## config.mk

```make
export PLATFORM = sky130hd
export DESIGN_NAME = vertical_box_blur_column_core
export DESIGN_NICKNAME = d
export VERILOG_FILES = /design/src/rtl/vbbc_pkg.sv /design/src/rtl/vbbc_div.sv /design/src/rtl/vbbc_datapath.sv /design/src/rtl/vbbc_ctrl.sv /design/src/rtl/vertical_box_blur_column_core.sv
export SDC_FILE = /design/constraint.sdc
export NUM_CORES = 1
export LEC_CHECK = 0
export BUFFER_PORTS_ARGS = -buffer_cell sky130_fd_sc_hd__buf_2
export CAP_MARGIN = 20
export CORE_MARGIN = 1.5
export CORE_UTILIZATION = 45
export CTS_BUF_LIST = sky130_fd_sc_hd__clkbuf_2
export CTS_CLUSTER_SIZE = 40
export DETAILED_ROUTE_END_ITERATION = 6
export HOLD_SLACK_MARGIN = 0.03
export PLACE_DENSITY = 0.65
export REMOVE_ABC_BUFFERS = 1
export SLEW_MARGIN = 20
export SYNTH_ARGS = -nofsm -noshare
export SYNTH_HDL_FRONTEND = slang
export SYNTH_SLANG_ARGS = --single-unit
```

## constraint.sdc

```tcl
create_clock -name clock -period 10.46 [get_ports clock]
set_input_delay 2.615 -clock clock [delete_from_list [all_inputs] [get_ports clock]]
set_output_delay 2.615 -clock clock [all_outputs]
set_load 0.02 [all_outputs]
```

## src/rtl/vbbc_pkg.sv

```systemverilog
// vbbc_pkg: shared widths, register indexes and controller/datapath structs
// for the vertical box blur column core. No dependencies.

package vbbc_pkg;

   localparam int PIX_W       = 8;
   localparam int CFG_W       = 13;
   localparam int WIN_W       = 6;
   localparam int HALF_W      = WIN_W - 1;
   localparam int WIN_MAX     = (1 << WIN_W) - 1;
   localparam int SUM_W       = 14;
   localparam int RING_DEPTH  = 64;
   localparam int RING_AW     = $clog2(RING_DEPTH);
   localparam int RESULT_CAP  = 32;
   localparam int CNT_W       = $clog2(RESULT_CAP + 1);
   localparam int CSR_IDX_W   = 1;

   localparam logic [CSR_IDX_W-1:0] CSR_COLUMN_HEIGHT = 1'b0;
   localparam logic [CSR_IDX_W-1:0] CSR_WINDOW_SIZE   = 1'b1;

   localparam logic [CFG_W-1:0] HEIGHT_RESET = 13'd480;
   localparam logic [WIN_W-1:0] WINDOW_RESET = 6'd5;

   typedef enum logic [1:0] {
      FETCH_WIN,
      FETCH_ADD,
      FETCH_SUB
   } fetch_kind_type;

   typedef struct packed {
      logic           load;
      logic           finish;
      logic           sum_clr;
      logic           fetch_en;
      fetch_kind_type fetch_kind;
      logic           div_start;
      logic           out_load;
   } cmd_type;

   typedef struct packed {
      logic emit_ok;
      logic sum_valid;
      logic k_last;
      logic div_done;
      logic out_free;
   } status_type;

endpackage

```

## src/rtl/vbbc_div.sv

```systemverilog
// vbbc_div: restoring divider, one quotient bit per cycle, for the window sum.
// Depends on vbbc_pkg.

module vbbc_div (
   input  logic                       clock,
   input  logic                       reset,
   input  logic                       start,
   input  logic [vbbc_pkg::SUM_W-1:0] dividend,
   input  logic [vbbc_pkg::WIN_W-1:0] divisor,
   output logic                       done,
   output logic [vbbc_pkg::SUM_W-1:0] quotient
);
   import vbbc_pkg::*;

   localparam int STEP_W = $clog2(SUM_W + 1);

   logic              busy_ff;
   logic              done_ff;
   logic [STEP_W-1:0] step_ff;
   logic [WIN_W-1:0]  rem_ff;
   logic [WIN_W-1:0]  rem_in;
   logic [SUM_W-1:0]  quo_ff;
   logic [SUM_W-1:0]  quo_in;
   logic [WIN_W:0]    trial;
   logic              qbit;

   always_comb begin
      trial = {rem_ff, quo_ff[SUM_W-1]};
      if (trial >= {1'b0, divisor}) begin
         qbit   = 1'b1;
         rem_in = WIN_W'(trial - {1'b0, divisor});
      end else begin
         qbit   = 1'b0;
         rem_in = trial[WIN_W-1:0];
      end
      quo_in = {quo_ff[SUM_W-2:0], qbit};
   end

   always_ff @(posedge clock) begin
      if (reset) begin
         busy_ff <= 1'b0;
         done_ff <= 1'b0;
      end else if (start) begin
         busy_ff <= 1'b1;
         done_ff <= 1'b0;
      end else if (busy_ff && step_ff == STEP_W'(1)) begin
         busy_ff <= 1'b0;
         done_ff <= 1'b1;
      end
   end

   always_ff @(posedge clock) begin
      if (start) begin
         rem_ff  <= '0;
         quo_ff  <= dividend;
         step_ff <= STEP_W'(SUM_W);
      end else if (busy_ff) begin
         rem_ff  <= rem_in;
         quo_ff  <= quo_in;
         step_ff <= step_ff - STEP_W'(1);
      end
   end

   assign done     = done_ff;
   assign quotient = quo_ff;

endmodule

```

## src/rtl/vbbc_datapath.sv

```systemverilog
// vbbc_datapath: config registers, row history ring, running window sum,
// row counters, divider and the result register. Depends on vbbc_pkg, vbbc_div.

module vbbc_datapath #(
   parameter int MAX_WINDOW = 63,
   parameter int MAX_HEIGHT = 4096
) (
   input  logic                           clock,
   input  logic                           reset,
   input  vbbc_pkg::cmd_type              cmd,
   output vbbc_pkg::status_type           status,
   input  logic [vbbc_pkg::PIX_W-1:0]     req_pixel_in,
   input  logic                           csr_write,
   input  logic [vbbc_pkg::CSR_IDX_W-1:0] csr_index,
   input  logic [vbbc_pkg::CFG_W-1:0]     csr_wdata,
   input  logic                           rsp_stall,
   output logic                           rsp_valid,
   output logic [vbbc_pkg::PIX_W-1:0]     rsp_pixel_out,
   output logic                           rsp_column_done
);
   import vbbc_pkg::*;

   localparam int ROW_W   = $clog2(MAX_HEIGHT);
   localparam int HGT_W   = $clog2(MAX_HEIGHT + 1);
   localparam int JW      = ROW_W + 2;
   localparam int WIN_CAP = (MAX_WINDOW < WIN_MAX) ? MAX_WINDOW : WIN_MAX;

   typedef enum logic [1:0] {
      SRC_RING,
      SRC_TOP,
      SRC_CUR
   } src_type;

   // configuration
   logic [CFG_W-1:0]  height_ff;
   logic [WIN_W-1:0]  wsize_ff;
   logic [HGT_W-1:0]  height_eff;
   logic [WIN_W-1:0]  div_eff;

   // column state
   logic [ROW_W-1:0]  rows_seen_ff;
   logic [ROW_W-1:0]  rows_emitted_ff;
   logic [PIX_W-1:0]  top_ff;
   logic [PIX_W-1:0]  px_ff;
   logic              last_ff;
   logic [WIN_W-1:0]  div_ff;
   logic [HALF_W-1:0] half_ff;
   logic [HALF_W-1:0] sum_half_ff;
   logic              sum_valid_ff;
   logic [SUM_W-1:0]  sum_ff;
   logic [WIN_W-1:0]  k_ff;
   logic [CNT_W-1:0]  count_ff;
   logic              last_in;

   // history ring and fetch pipe
   logic [PIX_W-1:0]   ring_mem [RING_DEPTH];
   logic [PIX_W-1:0]   rd_ff;
   logic               fetch_vld_ff;
   logic               fetch_sub_ff;
   src_type            src_ff;
   src_type            src_in;
   logic signed [JW-1:0] fetch_row;
   logic signed [JW-1:0] row_s;
   logic signed [JW-1:0] emit_s;
   logic signed [JW-1:0] half_s;
   logic [PIX_W-1:0]   fetch_val;

   // result
   logic               rsp_valid_ff;
   logic [PIX_W-1:0]   pixel_out_ff;
   logic               done_ff;
   logic               div_done;
   logic [SUM_W-1:0]   quotient;
   logic [PIX_W-1:0]   sat_q;
   logic [ROW_W:0]     emit_need;

   always_ff @(posedge clock) begin
      if (reset) begin
         height_ff <= HEIGHT_RESET;
         wsize_ff  <= WINDOW_RESET;
      end else if (csr_write) begin
         unique case (csr_index)
            CSR_COLUMN_HEIGHT: height_ff <= csr_wdata;
            CSR_WINDOW_SIZE:   wsize_ff  <= csr_wdata[WIN_W-1:0];
            default: ;
         endcase
      end
   end

   always_comb begin
      if (height_ff == '0)
         height_eff = HGT_W'(1);
      else if ({1'b0, height_ff} > (CFG_W + 1)'(MAX_HEIGHT))
         height_eff = HGT_W'(MAX_HEIGHT);
      else
         height_eff = HGT_W'(height_ff);

      if (wsize_ff == '0)
         div_eff = WIN_W'(1);
      else if (wsize_ff > WIN_W'(WIN_CAP))
         div_eff = WIN_W'(WIN_CAP);
      else
         div_eff = wsize_ff;

      last_in = ((ROW_W + 1)'(rows_seen_ff) + (ROW_W + 1)'(1)) >= (ROW_W + 1)'(height_eff);
   end

   // emit while rows_emitted <= target, target = row (flush) or row - half
   assign emit_need = (ROW_W + 1)'(rows_emitted_ff) + (last_ff ? '0 : (ROW_W + 1)'(half_ff));

   assign row_s  = JW'(rows_seen_ff);
   assign emit_s = JW'(rows_emitted_ff);
   assign half_s = JW'(half_ff);

   always_comb begin
      case (cmd.fetch_kind)
         FETCH_ADD: fetch_row = emit_s + half_s;
         FETCH_SUB: fetch_row = emit_s - JW'(1) - half_s;
         default:   fetch_row = emit_s - half_s + JW'(k_ff);
      endcase
      if (fetch_row < 0)
         src_in = SRC_TOP;
      else if (fetch_row >= row_s)
         src_in = SRC_CUR;
      else
         src_in = SRC_RING;
   end

   always_ff @(posedge clock) begin
      if (cmd.load)
         ring_mem[rows_seen_ff[RING_AW-1:0]] <= req_pixel_in;
      if (cmd.fetch_en)
         rd_ff <= ring_mem[fetch_row[RING_AW-1:0]];
   end

   always_comb begin
      case (src_ff)
         SRC_TOP: fetch_val = top_ff;
         SRC_CUR: fetch_val = px_ff;
         default: fetch_val = rd_ff;
      endcase
   end

   always_ff @(posedge clock) begin
      if (reset) begin
         rows_seen_ff    <= '0;
         rows_emitted_ff <= '0;
         top_ff          <= '0;
         last_ff         <= 1'b0;
         sum_valid_ff    <= 1'b0;
         sum_half_ff     <= '0;
         count_ff        <= '0;
         k_ff            <= '0;
         fetch_vld_ff    <= 1'b0;
         rsp_valid_ff    <= 1'b0;
      end else begin
         fetch_vld_ff <= cmd.fetch_en;

         if (cmd.load) begin
            if (rows_seen_ff == '0)
               top_ff <= req_pixel_in;
            last_ff  <= last_in;
            count_ff <= '0;
            // a sum kept for another half width cannot be slid
            if (div_eff[WIN_W-1:1] != sum_half_ff)
               sum_valid_ff <= 1'b0;
         end

         if (cmd.finish) begin
            if (last_ff) begin
               rows_seen_ff    <= '0;
               rows_emitted_ff <= '0;
               sum_valid_ff    <= 1'b0;
            end else begin
               rows_seen_ff <= rows_seen_ff + ROW_W'(1);
            end
         end

         if (cmd.sum_clr)
            k_ff <= '0;
         else if (cmd.fetch_en && cmd.fetch_kind == FETCH_WIN)
            k_ff <= k_ff + WIN_W'(1);

         if (cmd.out_load) begin
            rows_emitted_ff <= rows_emitted_ff + ROW_W'(1);
            count_ff        <= count_ff + CNT_W'(1);
            sum_valid_ff    <= 1'b1;
            sum_half_ff     <= half_ff;
            rsp_valid_ff    <= 1'b1;
         end else if (!rsp_stall) begin
            rsp_valid_ff <= 1'b0;
         end
      end
   end

   always_ff @(posedge clock) begin
      if (cmd.load) begin
         px_ff   <= req_pixel_in;
         div_ff  <= div_eff;
         half_ff <= div_eff[WIN_W-1:1];
      end
      if (cmd.fetch_en) begin
         src_ff       <= src_in;
         fetch_sub_ff <= (cmd.fetch_kind == FETCH_SUB);
      end
      if (cmd.sum_clr)
         sum_ff <= '0;
      else if (fetch_vld_ff)
         sum_ff <= fetch_sub_ff ? sum_ff - SUM_W'(fetch_val) : sum_ff + SUM_W'(fetch_val);
      if (cmd.out_load) begin
         pixel_out_ff <= sat_q;
         done_ff      <= last_ff && ((rows_emitted_ff == rows_seen_ff) ||
                                     (count_ff == CNT_W'(RESULT_CAP - 1)));
      end
   end

   vbbc_div u_div (
      .clock    (clock),
      .reset    (reset),
      .start    (cmd.div_start),
      .dividend (sum_ff),
      .divisor  (div_ff),
      .done     (div_done),
      .quotient (quotient)
   );

   assign sat_q = (|quotient[SUM_W-1:PIX_W]) ? '1 : quotient[PIX_W-1:0];

   always_comb begin
      status.emit_ok   = (emit_need <= (ROW_W + 1)'(rows_seen_ff)) &&
                         (count_ff < CNT_W'(RESULT_CAP));
      status.sum_valid = sum_valid_ff;
      status.k_last    = (k_ff == {half_ff, 1'b0});
      status.div_done  = div_done;
      status.out_free  = !rsp_valid_ff || !rsp_stall;
   end

   assign rsp_valid       = rsp_valid_ff;
   assign rsp_pixel_out   = pixel_out_ff;
   assign rsp_column_done = done_ff;

endmodule

```

## src/rtl/vbbc_ctrl.sv

```systemverilog
// vbbc_ctrl: sequencer for one request: load, per-row window sum, divide and
// result hand-off, then column bookkeeping. Depends on vbbc_pkg.

module vbbc_ctrl (
   input  logic                 clock,
   input  logic                 reset,
   input  logic                 req_valid,
   output logic                 req_stall,
   input  vbbc_pkg::status_type status,
   output vbbc_pkg::cmd_type    cmd
);
   import vbbc_pkg::*;

   typedef enum logic [3:0] {
      ST_IDLE,
      ST_CHECK,
      ST_FULL,
      ST_UPD_ADD,
      ST_UPD_SUB,
      ST_DRAIN,
      ST_DIV_GO,
      ST_DIV_WAIT,
      ST_OUT
   } state_type;

   state_type state_ff;
   state_type state_in;

   always_ff @(posedge clock) begin
      if (reset)
         state_ff <= ST_IDLE;
      else
         state_ff <= state_in;
   end

   always_comb begin
      state_in = state_ff;
      cmd      = '0;
      unique case (state_ff)
         ST_IDLE: begin
            if (req_valid) begin
               cmd.load = 1'b1;
               state_in = ST_CHECK;
            end
         end
         ST_CHECK: begin
            if (!status.emit_ok) begin
               cmd.finish = 1'b1;
               state_in   = ST_IDLE;
            end else if (status.sum_valid) begin
               state_in = ST_UPD_ADD;
            end else begin
               cmd.sum_clr = 1'b1;
               state_in    = ST_FULL;
            end
         end
         ST_FULL: begin
            cmd.fetch_en   = 1'b1;
            cmd.fetch_kind = FETCH_WIN;
            if (status.k_last)
               state_in = ST_DRAIN;
         end
         ST_UPD_ADD: begin
            cmd.fetch_en   = 1'b1;
            cmd.fetch_kind = FETCH_ADD;
            state_in       = ST_UPD_SUB;
         end
         ST_UPD_SUB: begin
            cmd.fetch_en   = 1'b1;
            cmd.fetch_kind = FETCH_SUB;
            state_in       = ST_DRAIN;
         end
         ST_DRAIN: begin
            state_in = ST_DIV_GO;
         end
         ST_DIV_GO: begin
            cmd.div_start = 1'b1;
            state_in      = ST_DIV_WAIT;
         end
         ST_DIV_WAIT: begin
            if (status.div_done)
               state_in = ST_OUT;
         end
         ST_OUT: begin
            if (status.out_free) begin
               cmd.out_load = 1'b1;
               state_in     = ST_CHECK;
            end
         end
         default: state_in = ST_IDLE;
      endcase
   end

   assign req_stall = (state_ff != ST_IDLE);

endmodule

```

## src/rtl/vertical_box_blur_column_core.sv

```systemverilog
// Top level of the vertical box blur column core: controller plus datapath.
// Depends on vbbc_pkg, vbbc_ctrl, vbbc_datapath (which holds vbbc_div).
//
//   channel  direction  handshake            payload
//   req      in         req_valid/req_stall  req_pixel_in[7:0]
//   rsp      out        rsp_valid/rsp_stall  rsp_pixel_out[7:0], rsp_column_done
//   csr      in         csr_write            csr_index[0], csr_wdata[12:0]
//
// One request at a time: bookkeeping plus, for every row it emits, a window
// sum that slides or is rebuilt from the history ring, and a divide. When the
// sum slides, the serial divider sets most of the time a row takes.
// Synchronous reset restores the register defaults and starts a new column;
// the history ring is not cleared. A stalled result is held in the output
// register while the next row is computed and the next request can be taken.

module vertical_box_blur_column_core #(
   parameter int MAX_WINDOW = 63,
   parameter int MAX_HEIGHT = 4096
) (
   input  logic                           clock,
   input  logic                           reset,
   input  logic                           req_valid,
   output logic                           req_stall,
   input  logic [vbbc_pkg::PIX_W-1:0]     req_pixel_in,
   output logic                           rsp_valid,
   input  logic                           rsp_stall,
   output logic [vbbc_pkg::PIX_W-1:0]     rsp_pixel_out,
   output logic                           rsp_column_done,
   input  logic                           csr_write,
   input  logic [vbbc_pkg::CSR_IDX_W-1:0] csr_index,
   input  logic [vbbc_pkg::CFG_W-1:0]     csr_wdata
);
   import vbbc_pkg::*;

   cmd_type    cmd;
   status_type status;

   vbbc_ctrl u_ctrl (
      .clock     (clock),
      .reset     (reset),
      .req_valid (req_valid),
      .req_stall (req_stall),
      .status    (status),
      .cmd       (cmd)
   );

   vbbc_datapath #(
      .MAX_WINDOW (MAX_WINDOW),
      .MAX_HEIGHT (MAX_HEIGHT)
   ) u_datapath (
      .clock           (clock),
      .reset           (reset),
      .cmd             (cmd),
      .status          (status),
      .req_pixel_in    (req_pixel_in),
      .csr_write       (csr_write),
      .csr_index       (csr_index),
      .csr_wdata       (csr_wdata),
      .rsp_stall       (rsp_stall),
      .rsp_valid       (rsp_valid),
      .rsp_pixel_out   (rsp_pixel_out),
      .rsp_column_done (rsp_column_done)
   );

   // a new result never overwrites one still waiting
   a_out_free: assert property (@(posedge clock) disable iff (reset)
      cmd.out_load |-> status.out_free)
      else $error("result register overwritten while stalled");

   a_div_restart: assert property (@(posedge clock) disable iff (reset)
      cmd.div_start |=> !status.div_done)
      else $error("divider reports done right after start");

   a_idle_quiet: assert property (@(posedge clock) disable iff (reset)
      !req_stall |-> !cmd.fetch_en && !cmd.div_start && !cmd.out_load)
      else $error("datapath busy while requests are accepted");

   a_one_cmd: assert property (@(posedge clock) disable iff (reset)
      $onehot0({cmd.load, cmd.finish, cmd.fetch_en, cmd.div_start, cmd.out_load}))
      else $error("conflicting datapath commands");

endmodule
```

==> impl_metrics.py <==
metrics = {
    "place": {
        "pre_cts_ws_ns": 4.691,
        "gp_congestion": 0.8868,
        "io_buffers": 37,
        "detailed_place_hpwl_um": 46740,
    },
    "route": {
        "wire_per_inst_um": 22.46,
        "dr.pass1.iters": 7,
        "ant_nets": 0,
        "via_per_inst": 5.724,
        "first_iter_violations": 1575,
        "route.vias.total": 18910,
        "drc": 0,
        "routed_wl_um": 74220,
    },
    "timing": {
        "fin_crit_sh_pct": 55.31,
        "setup-violations-final": 0,
        "hold_viol": 0,
        "slew_violations": 0,
        "setup_ws_ns": 4.674,
        "fin_crit_ns": 5.786,
        "skew_ns": 0.1058,
        "rsz0062_at_grt": "false",
        "tightestPinTransition_ns": 1.112,
        "max_freq_mhz": 172.8,
        "relSlewSlack_pct": 25.48,
    },
    "outcome": {
        "status": "finished clean",
    },
    "power_and_ir_drop": {
        "ir_drop_uv": 148.8,
        "p_leak_uw": 0.01192,
        "total_power_uw": 6812,
        "powerDensity_nw_per_um2": 204.1,
    },
    "layout": {
        "nNetsFinal": 2425,
        "fill_cells": 5843,
        "final_cell_mix": "560 x edfxtp_1, 246 x clkbuf_2, 177 x nor2_1",
        "drive_gt1_share_pct": 20.60,
        "finish.utilization_pct": 49.53,
        "layout.cells.most_common": "edfxtp_1",
        "syn2layout_area_growth_pct": 8.416,
    },
    "cts": {
        "cts-root-buf": "clkbuf_2",
        "cts_buffers": 165,
        "tritoncts": "yes",
        "cts_hold_buffers": 0,
        "clk_pin_slew_ns": 0.09,
        "clk_latency_ns": 1.38,
        "post-cts-setup-buffers": 0,
        "htree_num_levels": 4,
        "clock_path_buffers": 3,
        "cts_sinks": 662,
        "ctsResizeCount": 0,
    },
    "die": {
        "ioPinCount": 38,
        "start_util_pct": 45.68,
        "die_w_um": 264.6,
        "die_area_um2": 70000,
        "coreArea_um2": 67400,
        "row_count": 95,
        "dieHeight_um": 264.6,
    },
    "critical_path": {
        "arrival_ns": 7.07,
        "worstSetupPathType": "reg -> reg",
        "crit_path_end_kind": "flip-flop",
        "cp-start-kind": "flip-flop",
        "crit_required_ns": 11.75,
        "crit_fanout": 18,
    },
    "worst_hold_path": {
        "hp-class": "reg -> reg",
    },
    "synthesis": {
        "syn_inst": 2191,
        "synthDistinctLibCells": 73,
        "synth_flop_cell": "edfxtp_1",
        "ys_warn_count": 0,
        "synth_area_um2": 30790,
        "synth_edf_count": 560,
        "seq_area_frac_synth_pct": 61.25,
        "synth.avg_cell_area_um2": 14.05,
        "synthArstFlopShare_pct": 0,
        "synth-seq-cells": 662,
    },
    "global_routing": {
        "grt_pass1_vias": 19280,
        "grt_first_pass_wirelength_um": 113800,
        "track_usage_pct": 21.57,
        "grt-ovfl-total": 0,
        "grt_antenna_before_repair": 2,
        "grt_max_degree": 130,
    },
    "job": {
        "cap_violations": 0,
    },
}
## per-layer routing
metal / part of all wire (%) / track usage, %
met1: 44 / 29.30
met2: 47 / 33.88
met3: 6.3 / 4.329
met4: 2.9 / 9.242
met5: 0 / 0
## cells in the mapped netlist (all sizes together), types with 15 or more instances
master / count / area (um2)
edfxtp: 560 / 16820
nor2: 177 / 664.4
nand2: 156 / 585.6
mux2i: 144 / 1441
mux4: 128 / 2883
dfxtp: 102 / 2042
ha: 95 / 1189
a21oi: 88 / 440.4
clkbuf: 77 / 290.3
xnor2: 65 / 569.3
inv: 64 / 240.2
o21ai: 52 / 260.2
buf: 48 / 234.0
nor3: 48 / 240.2
nand3: 42 / 210.2
xor2: 34 / 297.8
a31oi: 22 / 137.6
nor2b: 22 / 137.6
or2: 22 / 137.6
nand4: 17 / 106.4
nand2b: 16 / 100.1
nor4: 15 / 93.84
## per-stage QoR
stage	cells	hold WS [ns]	setup TNS (ns)	instance area [um2]
detailed placement	3002	0.4644	0	31820
global route	3302	0.5063	0	33370
CTS	3300	0.4772	0	33370
finish	3304	0.4753	0	33380
floorplan	2066	0.4293	-36.27	30260
global placement	3002	0.4441	0	31810
## worst paths after layout
path	startpoint	endpoint	slack [ns]	cells after the start
worst max-delay path	u_datapath.rows_emitted_ff[1]	u_datapath.rows_emitted_ff[0]	4.67	15
worst min-delay path	u_datapath.height_ff[0]	u_datapath.height_ff[0]	0.48	2
worst max register to register	u_datapath.rows_emitted_ff[1]	u_datapath.rows_emitted_ff[0]	4.67	15
worst min register to register	u_datapath.height_ff[0]	u_datapath.height_ff[0]	0.48	2
## power by group
part	internal (uW)	leakage [uW]	switching, uW	total (uW)
combinational	872	0.00490	1120	1990
sequential	2960	0.00585	89.8	3050
clock	712	0.00117	1060	1770
total	4540	0.0119	2270	6810
## sequential cells by signal (all words and copies together) (netlist names), 6 cells and up
signal	count
u_datapath.wsize_ff	6
u_datapath.rows_emitted_ff	12
u_datapath.ring_mem	512
u_datapath.height_ff	13
u_datapath.rsp_pixel_out	8
u_datapath.sum_ff	14
u_datapath.k_ff	6
u_datapath.rd_ff	8
u_datapath.u_div.quotient	14
u_datapath.u_div.rem_ff	6
u_datapath.rows_seen_ff	12
u_datapath.count_ff	6
u_datapath.px_ff	8
u_datapath.top_ff	8
## final cells by class
type	instances	area [um2]	area share, %
Clock buffer	246	1231	3.688
Clock inverter	52	319.1	0.9558
Tap cell	873	1092	3.272
Inverter	66	247.7	0.7422
Timing Repair Buffer	63	397.9	1.192
Multi-Input combinational cell	1338	11220	33.62
Sequential cell	662	18860	56.50
Antenna cell	4	10.01	0.02999
## cell families (layout without fill, tap and decap cells)
logic type	Yosys count	count (layout)	share of synthesized area (%)
flip-flops	662	662	61.25
AND/OR/NAND/NOR	576	576	8.827
AO/OA/AOI/OAI	281	281	5.950
multiplexers	279	279	14.30
buffers and inverters	191	427	2.507
adder cells (fa/ha/maj)	103	103	4.348
XOR/XNOR	99	99	2.816
other	0	4	0
## worst max-delay path, stage by stage, from the launching register on
cell and delay [ns]:
dfxtp_1 0.79, inv_1 0.32, fa_1 0.54, nor2b_1 0.12
o21ai_0 0.11, a21boi_0 0.32, o21ai_0 0.35, nor2_1 0.21
xor2_1 0.18, ha_1 0.29, a2111oi_0 0.38, o21ai_0 0.18
o311a_1 0.49, o21a_1 0.56, a211oi_1 0.63, mux2_2 0.25
Note: power is estimated with default switching activity, not from simulation.
